**src/sv/ps2cq_pkg.sv**
```systemverilog
// ---------------------------------------------------------------------------
// PS/2 command queue package
// Word types, function codes and reply codes of the command queue.
// ---------------------------------------------------------------------------
`timescale 1ns / 1ps
`default_nettype none

package ps2cq_pkg;

  typedef enum logic [1:0] {
    FUNC_ENQ  = 2'd0,
    FUNC_RX   = 2'd1,
    FUNC_POLL = 2'd2,
    FUNC_NONE = 2'd3
  } func_t;

  localparam logic [7:0] ACK_CODE          = 8'hFA;
  localparam logic [7:0] RESEND_CODE       = 8'hFE;
  localparam logic [3:0] RETRY_LIMIT_RESET = 4'd5;

  typedef struct packed {
    func_t      func;
    logic [7:0] cmd_byte;
    logic [7:0] arg_byte;
    logic [7:0] rx_byte;
    logic       ctrl_out_full;
  } req_t;

  typedef struct packed {
    logic       tx_valid;
    logic [7:0] tx_byte;
    logic       accepted;
    logic       pass_valid;
    logic [7:0] pass_byte;
    logic       gave_up;
  } rsp_t;

  typedef enum logic {
    ST_IDLE,
    ST_LOAD
  } state_t;

endpackage

`default_nettype wire

```
**src/sv/ps2cq_store.sv**
```systemverilog
// ---------------------------------------------------------------------------
// PS/2 command queue store
// Byte store split into even and odd banks so that a command and its
// argument are written in the same cycle; one registered read port.
// ---------------------------------------------------------------------------
`timescale 1ns / 1ps
`default_nettype none

module ps2cq_store #(
  parameter int QUEUE_DEPTH = 32
) (
  input  logic                           clk,
  input  logic                           wr_en,
  input  logic [$clog2(QUEUE_DEPTH)-1:0] wr_pos,
  input  logic [7:0]                     wr_cmd,
  input  logic [7:0]                     wr_arg,
  input  logic                           rd_en,
  input  logic [$clog2(QUEUE_DEPTH)-1:0] rd_pos,
  output logic [7:0]                     rd_data
);

  localparam int PW = $clog2(QUEUE_DEPTH);
  localparam int BD = (QUEUE_DEPTH + 1) / 2;

  logic [7:0]    even_mem [BD];
  logic [7:0]    odd_mem  [BD];
  logic [PW-1:0] arg_pos;
  logic [PW-2:0] wr_hi;
  logic [PW-2:0] arg_hi;
  logic [PW-2:0] rd_hi;
  logic [7:0]    even_q;
  logic [7:0]    odd_q;
  logic          odd_sel;
  logic          fwd;
  logic [7:0]    fwd_byte;

  assign arg_pos = wr_pos + PW'(1);
  assign wr_hi   = wr_pos[PW-1:1];
  assign arg_hi  = arg_pos[PW-1:1];
  assign rd_hi   = rd_pos[PW-1:1];

  always_ff @(posedge clk) begin
    if (wr_en) begin
      if (!wr_pos[0]) begin
        even_mem[wr_hi]  <= wr_cmd;
        odd_mem[arg_hi]  <= wr_arg;
      end else begin
        odd_mem[wr_hi]   <= wr_cmd;
        even_mem[arg_hi] <= wr_arg;
      end
    end
  end

  // a send in the cycle of its own write only ever reads the command slot
  always_ff @(posedge clk) begin
    if (rd_en) begin
      even_q   <= even_mem[rd_hi];
      odd_q    <= odd_mem[rd_hi];
      odd_sel  <= rd_pos[0];
      fwd      <= wr_en && (rd_pos == wr_pos);
      fwd_byte <= wr_cmd;
    end
  end

  assign rd_data = fwd ? fwd_byte : (odd_sel ? odd_q : even_q);

endmodule

`default_nettype wire

```
**src/sv/ps2_command_queue_ack_resend.sv**
```systemverilog
// ---------------------------------------------------------------------------
// PS/2 host command queue with ack and resend handling
// Queues command/argument pairs, sends one byte at a time and follows the
// device's ack and resend replies; other received bytes pass through.
//
//   channel  direction  handshake            word
//   req      in         req_valid/req_stall  req_t
//   rsp      out        rsp_valid/rsp_stall  rsp_t
//   cfg      in         cfg_valid/cfg_ready  retry limit, 4 bits
//
// Each word passes ST_IDLE, where the accept updates the pointers, writes
// the store and issues its read, then ST_LOAD, which loads the store's
// registered read data into the output register; a stalled output holds
// ST_LOAD. Synchronous reset empties the queue and sets the retry limit to 5.
// ---------------------------------------------------------------------------
`timescale 1ns / 1ps
`default_nettype none

module ps2_command_queue_ack_resend #(
  parameter int QUEUE_DEPTH = 32
) (
  input  logic            clk,
  input  logic            rst,
  input  logic            req_valid,
  output logic            req_stall,
  input  ps2cq_pkg::req_t req,
  output logic            rsp_valid,
  input  logic            rsp_stall,
  output ps2cq_pkg::rsp_t rsp,
  input  logic            cfg_valid,
  output logic            cfg_ready,
  input  logic [3:0]      cfg_data
);

  import ps2cq_pkg::*;

  localparam int PW = $clog2(QUEUE_DEPTH);

  state_t        state, state_next;
  logic [PW-1:0] read_pos, read_pos_next;
  logic [PW-1:0] queued_count, queued_count_next;
  logic [3:0]    retry_count, retry_count_next;
  logic          awaiting_reply, awaiting_reply_next;
  logic [3:0]    retry_limit;
  logic [PW+1:0] fill_sum;
  logic          room;
  logic          is_reply;
  logic          do_send;
  logic          accept;
  logic          load_out;
  logic          wr_en;
  logic [PW-1:0] wr_pos;
  logic [PW-1:0] send_pos;
  rsp_t          res, res_q;
  rsp_t          load_word;
  logic [7:0]    rd_data;

  assign req_stall = (state != ST_IDLE);
  assign accept    = req_valid && !req_stall;
  assign cfg_ready = 1'b1;
  assign fill_sum  = {2'b00, read_pos} + {2'b00, queued_count} + (PW+2)'(2);
  assign room      = fill_sum < (PW+2)'(QUEUE_DEPTH);
  assign is_reply  = (req.rx_byte == ACK_CODE) || (req.rx_byte == RESEND_CODE);

  always_comb begin
    state_next          = state;
    read_pos_next       = read_pos;
    queued_count_next   = queued_count;
    retry_count_next    = retry_count;
    awaiting_reply_next = awaiting_reply;
    res                 = '0;
    do_send             = 1'b0;
    wr_en               = 1'b0;
    wr_pos              = '0;
    send_pos            = read_pos;
    load_out            = 1'b0;
    unique case (state)
      ST_IDLE: begin
        if (req_valid) begin
          state_next = ST_LOAD;
          case (req.func)
            FUNC_ENQ: begin
              if (room) begin
                if (queued_count == '0) begin
                  read_pos_next = '0;
                end
                wr_pos            = read_pos_next + queued_count;
                wr_en             = 1'b1;
                queued_count_next = queued_count + PW'(2);
                if (awaiting_reply) begin
                  res.accepted = 1'b1;
                end else if (!req.ctrl_out_full) begin
                  res.accepted = 1'b1;
                  do_send      = 1'b1;
                end
              end
            end
            FUNC_RX: begin
              if (awaiting_reply && is_reply) begin
                awaiting_reply_next = 1'b0;
                if (req.rx_byte == ACK_CODE) begin
                  retry_count_next = '0;
                  do_send = (queued_count != '0) && !req.ctrl_out_full;
                end else if (retry_count >= retry_limit) begin
                  retry_count_next  = '0;
                  read_pos_next     = '0;
                  queued_count_next = '0;
                  res.gave_up       = 1'b1;
                end else if (read_pos != '0) begin
                  read_pos_next     = read_pos - PW'(1);
                  queued_count_next = queued_count + PW'(1);
                  retry_count_next  = retry_count + 4'd1;
                  do_send           = !req.ctrl_out_full;
                end
              end else begin
                res.pass_valid = 1'b1;
                res.pass_byte  = req.rx_byte;
                do_send = !awaiting_reply && (queued_count != '0) && !req.ctrl_out_full;
              end
            end
            FUNC_POLL: begin
              do_send = !awaiting_reply && (queued_count != '0) && !req.ctrl_out_full;
            end
            default: begin
            end
          endcase
          if (do_send) begin
            res.tx_valid        = 1'b1;
            send_pos            = read_pos_next;
            read_pos_next       = read_pos_next + PW'(1);
            queued_count_next   = queued_count_next - PW'(1);
            awaiting_reply_next = 1'b1;
          end
        end
      end
      ST_LOAD: begin
        if (!rsp_valid || !rsp_stall) begin
          load_out   = 1'b1;
          state_next = ST_IDLE;
        end
      end
    endcase
  end

  always_comb begin
    load_word         = res_q;
    load_word.tx_byte = res_q.tx_valid ? rd_data : 8'h00;
  end

  always_ff @(posedge clk) begin
    if (rst) begin
      state          <= ST_IDLE;
      read_pos       <= '0;
      queued_count   <= '0;
      retry_count    <= '0;
      awaiting_reply <= 1'b0;
      retry_limit    <= RETRY_LIMIT_RESET;
      rsp_valid      <= 1'b0;
    end else begin
      state <= state_next;
      if (accept) begin
        read_pos       <= read_pos_next;
        queued_count   <= queued_count_next;
        retry_count    <= retry_count_next;
        awaiting_reply <= awaiting_reply_next;
      end
      if (cfg_valid && cfg_ready) begin
        retry_limit <= cfg_data;
      end
      rsp_valid <= load_out || (rsp_valid && rsp_stall);
    end
  end

  always_ff @(posedge clk) begin
    if (accept) begin
      res_q <= res;
    end
    if (load_out) begin
      rsp <= load_word;
    end
  end

  ps2cq_store #(
    .QUEUE_DEPTH(QUEUE_DEPTH)
  ) u_store (
    .clk     (clk),
    .wr_en   (accept && wr_en),
    .wr_pos  (wr_pos),
    .wr_cmd  (req.cmd_byte),
    .wr_arg  (req.arg_byte),
    .rd_en   (accept),
    .rd_pos  (send_pos),
    .rd_data (rd_data)
  );

endmodule

`default_nettype wire

```
**config.mk**
```make
export PLATFORM = sky130hd
export DESIGN_NAME = ps2_command_queue_ack_resend
export DESIGN_NICKNAME = d
export VERILOG_FILES = /design/src/sv/ps2cq_pkg.sv /design/src/sv/ps2cq_store.sv /design/src/sv/ps2_command_queue_ack_resend.sv
export SDC_FILE = /design/constraint.sdc
export NUM_CORES = 1
export LEC_CHECK = 0
export BUFFER_PORTS_ARGS = -buffer_cell sky130_fd_sc_hd__buf_2
export CAP_MARGIN = 40
export CORE_ASPECT_RATIO = 1.2
export CORE_UTILIZATION = 39
export CTS_CLUSTER_SIZE = 40
export DETAILED_ROUTE_END_ITERATION = 10
export PLACE_DENSITY = 0.53
export SLEW_MARGIN = 20
export SYNTH_ARGS = -nofsm -noshare
export SYNTH_HDL_FRONTEND = slang
export SYNTH_SLANG_ARGS = --single-unit
```
**constraint.sdc**
```tcl
create_clock -name clk -period 5.8 [get_ports clk]
set_input_delay 0.58 -clock clk [delete_from_list [all_inputs] [get_ports clk]]
set_output_delay 0.58 -clock clk [all_outputs]
set_load 0.005 [all_outputs]
```
==> results.rst, run 1 <==
.. list-table::
   :header-rows: 1

   * - Metric
     - Value
   * - Run status
     - finished, final reports clean
   * - RSZ-0062 raised after global routing
     - no
   * - Period utilisation layout
     - 0.817
   * - WHS Endpoint
     - u_store.fwd_byte[7]
   * - # fillers
     - around 3200
   * - Proportion of netlist area held by the largest area contributor
     - 0.643
   * - Dominant synthesized flop cell
     - sky130_fd_sc_hd__edfxtp_1
   * - DPL Wire Length
     - between 20000 and 25000 um
   * - Die Area
     - roughly 38000 um^2
   * - Post-synthesis async set-or-reset flop share
     - 0
   * - Final setup violation count
     - 0
   * - Delay of the slowest cell on the worst path
     - roughly 0.63 ns
   * - Path class of the lowest-slack min-delay path
     - input pin to flip-flop
   * - Hold Slack
     - 0.258 ns
   * - Worst slew margin relative to its limit
     - 0.447
   * - First DRT Iteration DRCs
     - around 600
   * - Worst flop-to-flop path startpoint
     - read_pos[3]
   * - Pleak
     - between 0.006 and 0.007 uW
   * - Required time of the worst setup path
     - just over 6 ns
   * - ANT cells
     - 0
   * - Clock root buffer master
     - sky130_fd_sc_hd__clkbuf_16
   * - Global-route total usage across every layer
     - 0.188
   * - Delay-heaviest family, CP
     - simple AND/OR/NAND/NOR gates
   * - Signal arrival time at the worst endpoint
     - 5.01 ns
   * - Placement Rows
     - 77
   * - Placer's final routability congestion estimate
     - just over 0.8
   * - Clock transition at the registers of the reported paths
     - 0.06 ns
   * - Maximum number of buffers from clock root to sink
     - 3
   * - Number of hold-repair buffers added at the cts stage
     - 0
   * - Fraction of layout cells with a size suffix above 1
     - 0.171
   * - CP max-delay cell
     - sky130_fd_sc_hd__dfxtp_1
   * - Flop and latch count out of synthesis
     - between 300 and 400
   * - Detailed Route WL
     - 35600 um
   * - Skew-Pair Late Insertion Delay
     - 0.54 ns
   * - Worst reg2reg path depth
     - 13
   * - Critical-path maximum fanout
     - 81
   * - Power density cells
     - 324 nW/um^2
   * - First-pass GRT wire length
     - 52500 um
   * - Category of the critical setup timing path
     - flip-flop to flip-flop
   * - CTS H-tree depth
     - 2
   * - DRC Markers
     - 0
   * - Synth unique cells
     - 72
   * - Routed length per placed instance
     - between 20 and 25 um
   * - Number of instances resized during post-cts repair
     - 0
   * - Clock Skews
     - 0.0155 ns
   * - Count of synthesis-stage warnings from yosys
     - 0
   * - Count of vias placed by the detailed router
     - 8724
   * - Worst r2r dst
     - u_store.even_q[0]
   * - Clock tree from TritonCTS
     - built
   * - Post-layout net count
     - about 1100
   * - Largest area contributor in the synthesized netlist
     - sky130_fd_sc_hd__edfxtp_1
   * - Number of hold violations in the final report
     - 0
   * - Vias in the first global route
     - between 8000 and 9000
   * - Cell types with the largest area share after synthesis
     - sky130_fd_sc_hd__edfxtp_1 64%, sky130_fd_sc_hd__mux2i_1 9.8%, sky130_fd_sc_hd__dfxtp_1 2.9%, sky130_fd_sc_hd__o22ai_1 2.8%, sky130_fd_sc_hd__ha_1 2.0%
   * - Area Overhead vs Synth
     - 15.1%
   * - Overflow left after global routing
     - 0
   * - Launch instance of the worst min-delay path
     - req[24]
   * - Net count after synthesis
     - approximately 1100
   * - Slew at the pin closest to its max-slew limit
     - a little over 0.8 ns
   * - Bufs and invs on worst path
     - 2
   * - Proportion of synthesized chip area in sequential cells
     - 0.672
   * - Drt first pass iters
     - 7
   * - Number of instances in the synthesized netlist
     - approximately 1000
   * - Buffers added on ports
     - 57
   * - Register-to-Register Setup Slack
     - ~1.1 ns
   * - Sum of negative setup slack
     - 0 ns
   * - Max frequency
     - 211 MHz
   * - Mapped cell area
     - 14700 um^2
   * - Worst Hold Path Cells
     - 1
   * - Number of ports placed on the die boundary
     - between 50 and 60
   * - Vias/cell
     - ~5.5
   * - Placeable core area
     - between 30000 and 40000 um^2
   * - Kind of capture point of the worst setup path
     - flip-flop
   * - Number of antenna violations at the first check in global routing
     - 1
   * - Effective utilization at floorplan
     - 0.397
   * - Maximum number of pins on one net before global-route repair
     - 82
   * - Per-instance average area after synthesis
     - 14.6 um^2
   * - Maximum vdd drop
     - between 0.2 and 0.25 mV
   * - Final max-slew violation count
     - 0
   * - Shortest clock period the worst path allows after layout
     - between 4 and 5 ns
   * - Post-CTS Setup Inserts
     - 0
   * - Die extent in y
     - ~210 um
   * - Number of buffers inserted during clock tree synthesis
     - 36
   * - Chip width
     - 179 um
   * - Sink count of the clock tree
     - 335
   * - EDFF count, synth
     - 314
   * - CP Cell Sequence
     - ha_1 > ha_1 > nor4_1 > a22o_1 > o21ai_1 > nor2_2 > a21oi_4 > inv_2 > mux2i_4 > buf_12 > mux2i_1 > o22ai_1 > or4_1
   * - CP most frequent cell
     - sky130_fd_sc_hd__ha_1
   * - Type of element launching the critical path
     - flip-flop
   * - Number of max-cap violations
     - 0
   * - Antenna viol nets, final
     - 0
-- cell usage in the layout (no fill, tap or decap), types with 6 or more instances in the layout --
master | netlist | layout
sky130_fd_sc_hd__edfxtp_1 | 314 | 314
sky130_fd_sc_hd__xor2_1 | 7 | 7
sky130_fd_sc_hd__xnor2_1 | 17 | 17
sky130_fd_sc_hd__nand2b_1 | 7 | 7
sky130_fd_sc_hd__clkbuf_16 | 0 | 38
sky130_fd_sc_hd__nand2_1 | 50 | 50
sky130_fd_sc_hd__dfxtp_1 | 21 | 21
sky130_fd_sc_hd__a21o_1 | 6 | 6
sky130_fd_sc_hd__or3_1 | 6 | 6
sky130_fd_sc_hd__a21oi_1 | 25 | 25
sky130_fd_sc_hd__mux2i_1 | 144 | 143
sky130_fd_sc_hd__and3_1 | 10 | 10
sky130_fd_sc_hd__buf_4 | 4 | 27
sky130_fd_sc_hd__nand4_1 | 7 | 7
sky130_fd_sc_hd__and2_1 | 13 | 13
sky130_fd_sc_hd__ha_1 | 23 | 23
sky130_fd_sc_hd__mux2_2 | 16 | 16
sky130_fd_sc_hd__nor3_1 | 15 | 15
sky130_fd_sc_hd__o22ai_1 | 66 | 66
sky130_fd_sc_hd__clkbuf_1 | 15 | 9
sky130_fd_sc_hd__inv_1 | 19 | 18
sky130_fd_sc_hd__or4_1 | 18 | 18
sky130_fd_sc_hd__nand3_1 | 7 | 7
sky130_fd_sc_hd__buf_2 | 22 | 57
sky130_fd_sc_hd__nor2_1 | 71 | 71
sky130_fd_sc_hd__o21ai_0 | 22 | 22
sky130_fd_sc_hd__bufinv_16 | 0 | 7
-- synthesized netlist by cell type, types with 4 or more instances --
cell	instances
sky130_fd_sc_hd__a211oi_1	4
sky130_fd_sc_hd__a21o_1	6
sky130_fd_sc_hd__a21oi_1	25
sky130_fd_sc_hd__a31oi_1	5
sky130_fd_sc_hd__and2_1	13
sky130_fd_sc_hd__and3_1	10
sky130_fd_sc_hd__buf_2	22
sky130_fd_sc_hd__buf_4	4
sky130_fd_sc_hd__buf_6	4
sky130_fd_sc_hd__clkbuf_1	15
sky130_fd_sc_hd__dfxtp_1	21
sky130_fd_sc_hd__edfxtp_1	314
sky130_fd_sc_hd__ha_1	23
sky130_fd_sc_hd__inv_1	19
sky130_fd_sc_hd__mux2_2	16
sky130_fd_sc_hd__mux2i_1	144
sky130_fd_sc_hd__nand2_1	50
sky130_fd_sc_hd__nand2b_1	7
sky130_fd_sc_hd__nand3_1	7
sky130_fd_sc_hd__nand4_1	7
sky130_fd_sc_hd__nor2_1	71
sky130_fd_sc_hd__nor3_1	15
sky130_fd_sc_hd__nor4_1	5
sky130_fd_sc_hd__o21ai_0	22
sky130_fd_sc_hd__o22ai_1	66
sky130_fd_sc_hd__o32ai_1	4
sky130_fd_sc_hd__or3_1	6
sky130_fd_sc_hd__or4_1	18
sky130_fd_sc_hd__xnor2_1	17
sky130_fd_sc_hd__xor2_1	7
-- sequential cells by signal, summed over array words and instances, names as in the netlist --
name              count
queued_count          5
u_store.even_q        8
u_store.odd_q         8
rsp_valid             1
u_store.fwd           1
u_store.odd_sel       1
u_store.odd_mem     128
req_stall             1
u_store.even_mem    128
retry_count           4
rsp                  20
u_store.fwd_byte      8
awaiting_reply        1
read_pos              5
retry_limit           4
load_word            12
-- how the worst max path moves through the flow --
| stage | from | endpoint | cells after the start |
|---|---|---|---|
| after global placement | read_pos[2] | u_store.odd_q[7] | 11 |
| after global routing | read_pos[3] | u_store.even_mem[11][6] | 13 |
| after detailed placement | read_pos[3] | u_store.even_q[5] | 13 |
| after CTS | read_pos[3] | u_store.even_mem[9][6] | 13 |
| after floorplan | queued_count[1] | u_store.even_mem[12][0] | 17 |
| final | read_pos[3] | u_store.even_q[0] | 13 |
-- logic make-up (layout without fill, tap and decap cells) --
kind of cell	Yosys count	count (layout)	share of synthesized area
buffers and inverters	67	177	0.0221
and+or+nand+nor	222	222	0.0768
adders and majority gates	24	24	0.0210
AOI/OAI and AO/OA	171	171	0.0831
DFF	335	335	0.672
other	1	1	0.000256
xor gates and xnor gates	24	24	0.0143
muxes	160	160	0.111
-- metrics by stage --
stage / instance area (um^2) / setup slack (ns) / utilization / power [uW] / std cells
3_3_place_gp: 15500 / 1.23 / 0.419 / 3080 / 1507
2_1_floorplan: 14700 / 1.73 / - / 2960 / 1004
6_report: 16900 / 1.06 / 0.457 / 5480 / 1588
5_1_grt: 16900 / 0.746 / 0.457 / 5650 / 1588
3_5_place_dp: 15500 / 1.19 / 0.421 / 3080 / 1514
4_1_cts: 16800 / 1.18 / 0.456 / 5530 / 1579
-- report_power, final --
| group | internal [uW] | switching [uW] | leakage (uW) |
|---|---|---|---|
| sequential | 2700 | 31.5 | 0.00304 |
| clock | 1520 | 928 | 0.000612 |
| combinational | 103 | 200 | 0.00298 |
-- per-layer routing --
layer	global-route usage	vias up	routed length (um)
met5	0	-	0
met4	0.0712	0	1070
met3	0.0330	53	1860
met2	0.313	225	17600
met1	0.243	4369	15100
li1	-	4077	-
-- cell type report --
type	count	area (um^2)	area share
Clock buffer	47	985	0.0583
Clock inverter	18	283	0.0168
Inverter	21	78.8	0.00467
Multi-Input combinational cell	602	4510	0.267
Sequential cell	335	9850	0.584
Tap cell	474	593	0.0351
Timing Repair Buffer	91	581	0.0344
-- worst register-to-register path, stage by stage, from the launching register on --
cell and delay, ns:
sky130_fd_sc_hd__dfxtp_1 0.63, sky130_fd_sc_hd__ha_1 0.33, sky130_fd_sc_hd__ha_1 0.21, sky130_fd_sc_hd__nor4_1 0.24
sky130_fd_sc_hd__a22o_1 0.43, sky130_fd_sc_hd__o21ai_1 0.21, sky130_fd_sc_hd__nor2_2 0.22, sky130_fd_sc_hd__a21oi_4 0.11
sky130_fd_sc_hd__inv_2 0.15, sky130_fd_sc_hd__mux2i_4 0.31, sky130_fd_sc_hd__buf_12 0.38, sky130_fd_sc_hd__mux2i_1 0.56
sky130_fd_sc_hd__o22ai_1 0.17, sky130_fd_sc_hd__or4_1 0.54
Note: power is estimated with default switching activity, not from simulation.
==> run 2, diff against run 1 <==
--- a/config.mk
+++ b/config.mk
@@ -5,13 +5,14 @@
 export SDC_FILE = /design/constraint.sdc
 export NUM_CORES = 1
 export LEC_CHECK = 0
+export ABC_AREA = 1
 export BUFFER_PORTS_ARGS = -buffer_cell sky130_fd_sc_hd__buf_2
 export CAP_MARGIN = 40
 export CORE_ASPECT_RATIO = 1.2
 export CORE_UTILIZATION = 39
 export CTS_CLUSTER_SIZE = 40
 export DETAILED_ROUTE_END_ITERATION = 10
-export PLACE_DENSITY = 0.53
+export PLACE_DENSITY = 0.52
 export SLEW_MARGIN = 20
 export SYNTH_ARGS = -nofsm -noshare
 export SYNTH_HDL_FRONTEND = slang
==> constraint.sdc (replaced) <==
create_clock -name clk -period 4.55 [get_ports clk]
set_input_delay 0.455 -clock clk [delete_from_list [all_inputs] [get_ports clk]]
set_output_delay 0.455 -clock clk [all_outputs]
set_load 0.005 [all_outputs]
==> run 2 against run 1 <==
Against the previous run:
- critical path depth rose by 8
- cell count rose by 48%
- clock power increased by 16%
- wire length rose by 23%
- sequential share of layout area fell by 5.0 points
- power rose by 33%
- global-route usage rose by 2.2 points
- worst setup slack got worse by 0.60 ns
- fmax grew 16%
- die area up 9.5%
- worst hold slack got worse by 0.13 ns
- largest cell class unchanged
==> results.rst, run 2 <==
.. list-table::
   :header-rows: 1

   * - Metric
     - Value
   * - Power density cells
     - 395 nW/um^2 (was 324 nW/um^2)
   * - Overflow left after global routing
     - 0 (unchanged)
   * - Category of the critical setup timing path
     - flip-flop to flip-flop (unchanged)
   * - Net count after synthesis
     - 1745 (was 1064)
   * - Drt first pass iters
     - 6 (was 7)
   * - Run status
     - finished, final reports clean (unchanged)
   * - Number of instances resized during post-cts repair
     - 0 (unchanged)
   * - Vias in the first global route
     - 11357 (was 8378)
   * - Switching power
     - 1950 uW (was 1160 uW)
   * - Fraction of layout cells with a size suffix above 1
     - 0.129 (was 0.171)
   * - Global-route total usage across every layer
     - 0.211 (was 0.188)
   * - Post-synthesis async set-or-reset flop share
     - 0 (unchanged)
   * - Area share of fa/ha/maj cells after synthesis
     - 0.0192 (was 0.0210)
   * - Registers with the most flip-flops
     - u_store.even_mem x128, u_store.odd_mem x128, rsp x20 (unchanged)
   * - Clock transition at the registers of the reported paths
     - 0.06 ns (about the same)
   * - Number of instances in the synthesized netlist
     - 1685 (was 1004)
   * - Path class of the lowest-slack min-delay path
     - input pin to flip-flop (unchanged)
   * - Combinational Power Share
     - 0.131 (was 0.055)
   * - Cell Area, Placed
     - 17400 um^2 (was 15500 um^2)
   * - Proportion of synthesized chip area in sequential cells
     - 0.613 (was 0.672)
   * - Layout Cell Area excl Fill
     - 18500 um^2 (was 16900 um^2)
   * - Internal portion of total power
     - 5350 uW (was 4320 uW)
   * - Post-CTS Setup Inserts
     - 0 (unchanged)
   * - First-pass GRT wire length
     - 67200 um (was 52500 um)
   * - Worst Setup Slack post-DPL
     - 0.494 ns (was 1.19 ns)
   * - Proportion of power drawn by the clock network
     - 0.387 (was 0.446)
   * - Buffers added on ports
     - 57 (unchanged)
   * - Signal arrival time at the worst endpoint
     - 4.26 ns (was 5.01 ns)
   * - Count of synthesis-stage warnings from yosys
     - 0 (unchanged)
   * - Area Overhead vs Synth
     - 15.0% (was 15.1%)
   * - Effective utilization at floorplan
     - 0.394 (was 0.397)
   * - Sink count of the clock tree
     - 335 (unchanged)
   * - DPL Wire Length
     - 28800 um (was 24100 um)
   * - Number of hold violations in the final report
     - 0 (unchanged)
   * - Combinational family with the most area after synthesis
     - simple AND/OR/NAND/NOR gates (was multiplexers)
   * - Per-instance average area after synthesis
     - 9.54 um^2 (was 14.6 um^2)
   * - Post-layout net count
     - 1844 (was 1147)
   * - Type of element launching the critical path
     - flip-flop (unchanged)
   * - Commonest cells post-synth
     - 355 x sky130_fd_sc_hd__inv_1, 333 x sky130_fd_sc_hd__nand3_1, 314 x sky130_fd_sc_hd__edfxtp_1, 313 x sky130_fd_sc_hd__nand2_1, 86 x sky130_fd_sc_hd__nor2_1 (was 314 x sky130_fd_sc_hd__edfxtp_1, 144 x sky130_fd_sc_hd__mux2i_1, 71 x sky130_fd_sc_hd__nor2_1, 66 x sky130_fd_sc_hd__o22ai_1, 50 x sky130_fd_sc_hd__nand2_1)
   * - Clock tree from TritonCTS
     - built (unchanged)
   * - CP most frequent cell
     - sky130_fd_sc_hd__nand2_1 (was sky130_fd_sc_hd__ha_1)
   * - Maximum number of pins on one net before global-route repair
     - 66 (was 82)
   * - Dominant synthesized flop cell
     - sky130_fd_sc_hd__edfxtp_1 (unchanged)
   * - Placer's final routability congestion estimate
     - 0.902 (was 0.829)
   * - Die extent in y
     - 224 um (was 214 um)
   * - Part of the total power dissipated in sequential elements
     - 0.482 (was 0.498)
   * - Count of vias placed by the detailed router
     - 11710 (was 8724)
   * - Pleak
     - 0.00812 uW (was 0.00663 uW)
   * - XOR/XNOR Fraction of Synth Area
     - 0.00763 (was 0.0143)
   * - Critical-path maximum fanout
     - 8 (was 81)
   * - Routed length per placed instance
     - 18.7 um (was 22.4 um)
   * - Proportion of netlist area held by the largest area contributor
     - 0.587 (was 0.643)
   * - Chip width
     - 187 um (was 179 um)
   * - Slack of the critical path
     - 0.464 ns (was 1.06 ns)
   * - Vias/cell
     - 4.99 (was 5.49)
   * - Detailed Route WL
     - 43900 um (was 35600 um)
   * - RSZ-0062 raised after global routing
     - no (unchanged)
   * - Shortest clock period the worst path allows after layout
     - 4.09 ns (was 4.74 ns)
   * - Maximum vdd drop
     - 0.230 mV (was 0.201 mV)
   * - First DRT Iteration DRCs
     - 957 (was 601)
   * - Slew at the pin closest to its max-slew limit
     - 0.824 ns (was 0.826 ns)
   * - Worst slew margin relative to its limit
     - 0.449 (was 0.447)
   * - CP max-delay cell
     - sky130_fd_sc_hd__nor2_1 (was sky130_fd_sc_hd__dfxtp_1)
   * - Number of antenna violations at the first check in global routing
     - 2 (was 1)
   * - Number of buffers inserted during clock tree synthesis
     - 37 (was 36)
   * - Net switching share of the total power
     - 0.267 (was 0.212)
   * - Commonest non-fill, non-tap cell in the layout
     - sky130_fd_sc_hd__inv_1 (was sky130_fd_sc_hd__edfxtp_1)
   * - Placement Rows
     - 81 (was 77)
   * - Cell types with the largest area share after synthesis
     - sky130_fd_sc_hd__edfxtp_1 59%, sky130_fd_sc_hd__nand3_1 10%, sky130_fd_sc_hd__inv_1 8.3%, sky130_fd_sc_hd__nand2_1 7.3%, sky130_fd_sc_hd__dfxtp_1 2.6% (was sky130_fd_sc_hd__edfxtp_1 64%, sky130_fd_sc_hd__mux2i_1 9.8%, sky130_fd_sc_hd__dfxtp_1 2.9%, sky130_fd_sc_hd__o22ai_1 2.8%, sky130_fd_sc_hd__ha_1 2.0%)
   * - Register-to-Register Setup Slack
     - 0.46 ns (was 1.06 ns)
   * - Total design power
     - 7290 uW (was 5480 uW)
   * - Sum of negative setup slack
     - 0 ns (unchanged)
   * - Number of max-cap violations
     - 0 (unchanged)
   * - Commonest non-fill, non-tap cells in the layout
     - 354 x sky130_fd_sc_hd__inv_1, 332 x sky130_fd_sc_hd__nand3_1, 314 x sky130_fd_sc_hd__edfxtp_1 (was 314 x sky130_fd_sc_hd__edfxtp_1, 143 x sky130_fd_sc_hd__mux2i_1, 71 x sky130_fd_sc_hd__nor2_1)
   * - Area fraction in compound gates after synthesis
     - 0.0360 (was 0.0831)
   * - Placeable core area
     - 40700 um^2 (was 36900 um^2)
   * - Kind of capture point of the worst setup path
     - flip-flop (unchanged)
   * - Mapped cell area
     - 16100 um^2 (was 14700 um^2)
   * - Maximum number of buffers from clock root to sink
     - 3 (unchanged)
   * - Number of hold-repair buffers added at the cts stage
     - 0 (unchanged)
   * - Clock Skews
     - 0.0209 ns (was 0.0155 ns)
   * - Dominant cell by count in the synthesized netlist
     - sky130_fd_sc_hd__inv_1 (was sky130_fd_sc_hd__edfxtp_1)
   * - Period utilisation layout
     - 0.898 (was 0.817)
   * - Flop and latch count out of synthesis
     - 335 (unchanged)
   * - CP Cell Sequence
     - ha_1 > ha_1 > inv_1 > nor2_1 > nand2_1 > nand2_1 > nand2_1 > nand2_1 > nand2_1 > nand2_2 > nor3_4 > inv_2 > nor2_4 > ha_1 > nand2_1 > nor2_1 > xor2_1 > nand2_1 > nand2_1 > nand2_1 > nor2_1 (was ha_1 > ha_1 > nor4_1 > a22o_1 > o21ai_1 > nor2_2 > a21oi_4 > inv_2 > mux2i_4 > buf_12 > mux2i_1 > o22ai_1 > or4_1)
   * - Antenna viol nets, final
     - 0 (unchanged)
   * - Skew-Pair Late Insertion Delay
     - 0.54 ns (about the same)
   * - Delay of the slowest cell on the worst path
     - 0.56 ns (was 0.63 ns)
   * - ANT cells
     - 0 (unchanged)
   * - Required time of the worst setup path
     - 4.72 ns (was 6.07 ns)
   * - EDFF count, synth
     - 314 (unchanged)
   * - Max frequency
     - 245 MHz (was 211 MHz)
   * - Largest area contributor in the synthesized netlist
     - sky130_fd_sc_hd__edfxtp_1 (unchanged)
   * - Number of ports placed on the die boundary
     - 59 (unchanged)
   * - Die Area
     - 42000 um^2 (was 38400 um^2)
   * - Synth Area in Simple Gates
     - 0.212 (was 0.0768)
   * - Synth unique cells
     - 40 (was 72)
   * - CTS H-tree depth
     - 2 (unchanged)
   * - Final setup violation count
     - 0 (unchanged)
   * - Clock root buffer master
     - sky130_fd_sc_hd__clkbuf_16 (unchanged)
   * - Final max-slew violation count
     - 0 (unchanged)
   * - Share of synthesized area spent on multiplexers
     - 0.00561 (was 0.111)
   * - DRC Markers
     - 0 (unchanged)
-- run 2: cell count changes after synthesis, moves of 18 or more --
| cell | delta |
|---|---|
| sky130_fd_sc_hd__inv_1 | +336 |
| sky130_fd_sc_hd__o22ai_1 | -66 |
| sky130_fd_sc_hd__mux2i_1 | -144 |
| sky130_fd_sc_hd__nand2_1 | +263 |
| sky130_fd_sc_hd__nand3_1 | +326 |
| sky130_fd_sc_hd__buf_2 | +18 |
| sky130_fd_sc_hd__or4_1 | -18 |
| sky130_fd_sc_hd__o21ai_0 | +26 |
-- run 2: per-stage QoR --
step / std cells / hold WS, ns / util
2_1_floorplan: 1685 / 0.400 / -
3_3_place_gp: 2282 / 0.403 / 0.425
3_5_place_dp: 2284 / 0.410 / 0.426
4_1_cts: 2347 / 0.103 / 0.453
5_1_grt: 2347 / 0.114 / 0.453
6_report: 2347 / 0.130 / 0.453
-- run 2: critical path, delay by kind of cell, from the launching register on --
family	cells	cell delay [ns]
AND/OR/NAND/NOR	15	1.99
adder cells (fa/ha/maj)	3	0.79
flip-flops	1	0.51
buffers and inverters	2	0.22
XOR/XNOR	1	0.22
-- run 2: cell type report --
| type | instances | area [um^2] |
|---|---|---|
| timing repair buffer | 128 | 883 |
| clock buffer | 43 | 970 |
| fill | 3922 | 22300 |
| sequential | 335 | 9850 |
| clock inverter | 20 | 148 |
| inverter | 366 | 1370 |
| tap | 539 | 674 |
| multi-input combinational | 916 | 4580 |
-- run 2: cells by family (layout without fill, tap and decap cells) --
group,count (synthesis),in the layout
buffers and inverters,434,557
AND/OR/NAND/NOR,766,766
XOR/XNOR,14,14
adder cells (fa/ha/maj),24,24
multiplexers,8,8
flip-flops,335,335
AO/OA/AOI/OAI,103,103
other,1,1
-- run 2: path summary, 6_finish.rpt --
| check | start | cells after the start | to |
|---|---|---|---|
| min reg2reg | load_word[3] | 0 | rsp[3] |
| min | req[17] | 1 | u_store.fwd_byte[0] |
| max | queued_count[2] | 21 | u_store.odd_mem[10][7] |
| max reg2reg | queued_count[2] | 21 | u_store.odd_mem[10][7] |
-- run 2: layer usage --
layer  up-vias  part of all wire  track usage
met1      5560              0.43        0.274
met3        72             0.056       0.0259
met2       378              0.49        0.361
met5         -                 0            0
met4         0             0.029       0.0751
li1       5700                 -            -
-- run 2: power by group through the flow --
| stage | sequential [uW] | clock, uW | combinational [uW] |
|---|---|---|---|
| after floorplan | 3570 | 0 | 581 |
| after global placement | 3580 | 0 | 952 |
| after detailed placement | 3580 | 0 | 963 |
| after CTS | 3520 | 2890 | 967 |
| after global routing | 3520 | 2990 | 1050 |
| final | 3510 | 2820 | 957 |
==> run 3, diff against run 2 <==
--- a/config.mk
+++ b/config.mk
@@ -12,7 +12,7 @@
 export CORE_UTILIZATION = 39
 export CTS_CLUSTER_SIZE = 40
 export DETAILED_ROUTE_END_ITERATION = 10
-export PLACE_DENSITY = 0.52
+export PLACE_DENSITY = 0.54
 export SLEW_MARGIN = 20
 export SYNTH_ARGS = -nofsm -noshare
 export SYNTH_HDL_FRONTEND = slang
==> constraint.sdc (replaced) <==
create_clock -name clk -period 3.68 [get_ports clk]
set_input_delay 0.368 -clock clk [delete_from_list [all_inputs] [get_ports clk]]
set_output_delay 0.368 -clock clk [all_outputs]
set_load 0.005 [all_outputs]
==> run 3 against run 2 <==
Against the previous run:
- cell count rose by 0.21%
- sequential cell count unchanged
- worst hold slack lost 0.068 ns
- critical path depth decreased by 5
- register-to-register slack got worse by 0.37 ns
- clock power grew 26%
- first-iteration DRC count down 1.5%
- combinational power is 31% higher
- wire length shrank 0.14%
- power rose by 25%
- core utilization grew 0.85 points
- design area grew 1.9%
- critical path type unchanged
- largest cell class unchanged
- largest power group unchanged
==> results.rst, run 3 (synthesized netlist as in run 2, its figures left out) <==
.. list-table::
   :header-rows: 1

   * - Metric
     - Value
   * - Run status
     - finished, final reports clean (unchanged)
   * - Vias in the first global route
     - 11406 (was 11357)
   * - Placement Rows
     - 81 (unchanged)
   * - Non-filler instance count after layout
     - 2352 (was 2347)
   * - Total design power
     - 9130 uW (was 7290 uW)
   * - Clock Skews
     - 0.0187 ns (was 0.0209 ns)
   * - Clock transition at the registers of the reported paths
     - 0.06 ns (about the same)
   * - Period utilisation layout
     - 0.975 (was 0.898)
   * - Kind of capture point of the worst setup path
     - flip-flop (unchanged)
   * - Global-route total usage across every layer
     - 0.211 (about the same)
   * - Drt first pass iters
     - 5 (was 6)
   * - Overflow left after global routing
     - 0 (unchanged)
   * - Signal arrival time at the worst endpoint
     - 3.76 ns (was 4.26 ns)
   * - Die extent in y
     - 224 um (unchanged)
   * - Path class of the lowest-slack min-delay path
     - input pin to flip-flop (unchanged)
   * - Chip width
     - 187 um (unchanged)
   * - Category of the critical setup timing path
     - flip-flop to flip-flop (unchanged)
   * - Max frequency
     - 279 MHz (was 245 MHz)
   * - Antenna viol nets, final
     - 0 (unchanged)
   * - Slack of the critical path
     - 0.0929 ns (was 0.464 ns)
   * - Layout Cell Area excl Fill
     - 18800 um^2 (was 18500 um^2)
   * - Required time of the worst setup path
     - 3.85 ns (was 4.72 ns)
   * - Buffers added on ports
     - 57 (unchanged)
   * - ANT cells
     - 0 (unchanged)
   * - Final max-slew violation count
     - 0 (unchanged)
   * - Routed length per placed instance
     - 18.6 um (was 18.7 um)
   * - DPL Wire Length
     - 29300 um (was 28800 um)
   * - Pleak
     - 0.00819 uW (was 0.00812 uW)
   * - Commonest non-fill, non-tap cell in the layout
     - sky130_fd_sc_hd__inv_1 (unchanged)
   * - Detailed Route WL
     - 43800 um (was 43900 um)
   * - Clock root buffer master
     - sky130_fd_sc_hd__clkbuf_16 (unchanged)
   * - Area Overhead vs Synth
     - 17.1% (was 15.0%)
   * - Worst Setup Slack post-DPL
     - -0.0741 ns (was 0.494 ns)
   * - Maximum vdd drop
     - 0.344 mV (was 0.230 mV)
   * - CTS H-tree depth
     - 2 (unchanged)
   * - Count of vias placed by the detailed router
     - 11828 (was 11710)
   * - First-pass GRT wire length
     - 67000 um (was 67200 um)
   * - Maximum number of pins on one net before global-route repair
     - 65 (was 66)
   * - Commonest non-fill, non-tap cells in the layout
     - 352 x sky130_fd_sc_hd__inv_1, 331 x sky130_fd_sc_hd__nand3_1, 314 x sky130_fd_sc_hd__edfxtp_1 (was 354 x sky130_fd_sc_hd__inv_1, 332 x sky130_fd_sc_hd__nand3_1, 314 x sky130_fd_sc_hd__edfxtp_1)
   * - Effective utilization at floorplan
     - 0.394 (unchanged)
   * - RSZ-0062 raised after global routing
     - yes (was no)
   * - Skew-Pair Late Insertion Delay
     - 0.53 ns (was 0.54 ns)
   * - Number of hold violations in the final report
     - 0 (unchanged)
   * - Die Area
     - 42000 um^2 (unchanged)
   * - Maximum number of buffers from clock root to sink
     - 3 (unchanged)
   * - Cell Area, Placed
     - 17500 um^2 (was 17400 um^2)
   * - Number of max-cap violations
     - 0 (unchanged)
   * - Critical-path maximum fanout
     - 8 (unchanged)
   * - Number of buffers inserted during clock tree synthesis
     - 36 (was 37)
   * - First DRT Iteration DRCs
     - 943 (was 957)
   * - DRC Markers
     - 0 (unchanged)
   * - # fillers
     - 3923 (was 3922)
   * - # placed instances
     - 2284 (unchanged)
   * - Type of element launching the critical path
     - flip-flop (unchanged)
   * - Number of ports placed on the die boundary
     - 59 (unchanged)
   * - Placeable core area
     - 40700 um^2 (unchanged)
   * - Vias/cell
     - 5.03 (was 4.99)
   * - Worst slew margin relative to its limit
     - 0.557 (was 0.449)
   * - Fraction of layout cells with a size suffix above 1
     - 0.153 (was 0.129)
   * - Post-layout net count
     - 1847 (was 1844)
   * - Sink count of the clock tree
     - 335 (unchanged)
   * - Number of antenna violations at the first check in global routing
     - 0 (was 2)
   * - Clock tree from TritonCTS
     - built (unchanged)
   * - Slew at the pin closest to its max-slew limit
     - 0.659 ns (was 0.824 ns)
   * - Final setup violation count
     - 0 (unchanged)
   * - Registers with the most flip-flops
     - u_store.even_mem x128, u_store.odd_mem x128, rsp x20 (unchanged)
   * - Placer's final routability congestion estimate
     - 0.888 (was 0.902)
   * - Power density cells
     - 485 nW/um^2 (was 395 nW/um^2)
   * - Shortest clock period the worst path allows after layout
     - 3.59 ns (was 4.09 ns)
==> run 3: stage by stage <==
step,hold slack (ns),utilization,setup TNS (ns)
final,0.0624,0.462,0
after CTS,0.0361,0.457,-1.17
after global routing,0.0438,0.462,-4.96
after global placement,0.402,0.429,0
after detailed placement,0.405,0.429,-1.32
after floorplan,0.400,-,-6.25
==> run 3: area by class of cell <==
type                            count  area [um^2]  area share
Sequential cell                   335         9850       0.523
Tap cell                          539          674      0.0358
Inverter                          366         1370      0.0730
Clock inverter                     19          154     0.00818
Clock buffer                       45          987      0.0525
Multi-Input combinational cell    916         4810       0.255
Timing Repair Buffer              132          973      0.0517
==> run 3: path summary, 6_finish.rpt <==
check | from | end | slack [ns] | cells past startpoint
max | queued_count[1] | u_store.odd_mem[6][5] | 0.09 | 16
min | req[19] | u_store.fwd_byte[2] | 0.06 | 1
min reg2reg | load_word[4] | rsp[4] | 0.42 | 0
max reg2reg | queued_count[1] | u_store.odd_mem[6][5] | 0.09 | 16
==> run 3: where the power goes <==
group / total, uW / switching, uW / internal (uW)
clock network: 3540 / 1490 / 2050
logic: 1250 / 861 / 389
registers: 4340 / 41.6 / 4300
total: 9130 / 2390 / 6730
==> run 3: critical path, cell delays in order (launching register included) <==
cell and delay (ns):
sky130_fd_sc_hd__dfxtp_1 0.32, sky130_fd_sc_hd__inv_2 0.08, sky130_fd_sc_hd__ha_2 0.18, sky130_fd_sc_hd__nand4_2 0.14
sky130_fd_sc_hd__inv_2 0.08, sky130_fd_sc_hd__nor2_1 0.04, sky130_fd_sc_hd__ha_1 0.21, sky130_fd_sc_hd__fa_1 0.51
sky130_fd_sc_hd__inv_1 0.09, sky130_fd_sc_hd__nor2_2 0.13, sky130_fd_sc_hd__ha_1 0.19, sky130_fd_sc_hd__nand2_1 0.07
sky130_fd_sc_hd__nor2_1 0.13, sky130_fd_sc_hd__xor2_1 0.11, sky130_fd_sc_hd__nand2_1 0.16, sky130_fd_sc_hd__nand3_1 0.31
sky130_fd_sc_hd__nor2_2 0.49
==> run 3: routing by layer <==
| layer | GRT usage | wire (um) |
|---|---|---|
| met1 | 0.279 | 18900 |
| met2 | 0.358 | 21100 |
| met3 | 0.0251 | 2410 |
| met4 | 0.0777 | 1420 |
| met5 | 0 | 0 |
==> run 3: timing repair <==
item / 4_1_cts / 5_1_grt
resized for setup: 2 / 38
setup buffers: 0 / 4
setup endpoints to repair: 40 / 257
hold buffers: 0 / 0
pin swaps: 0 / 11
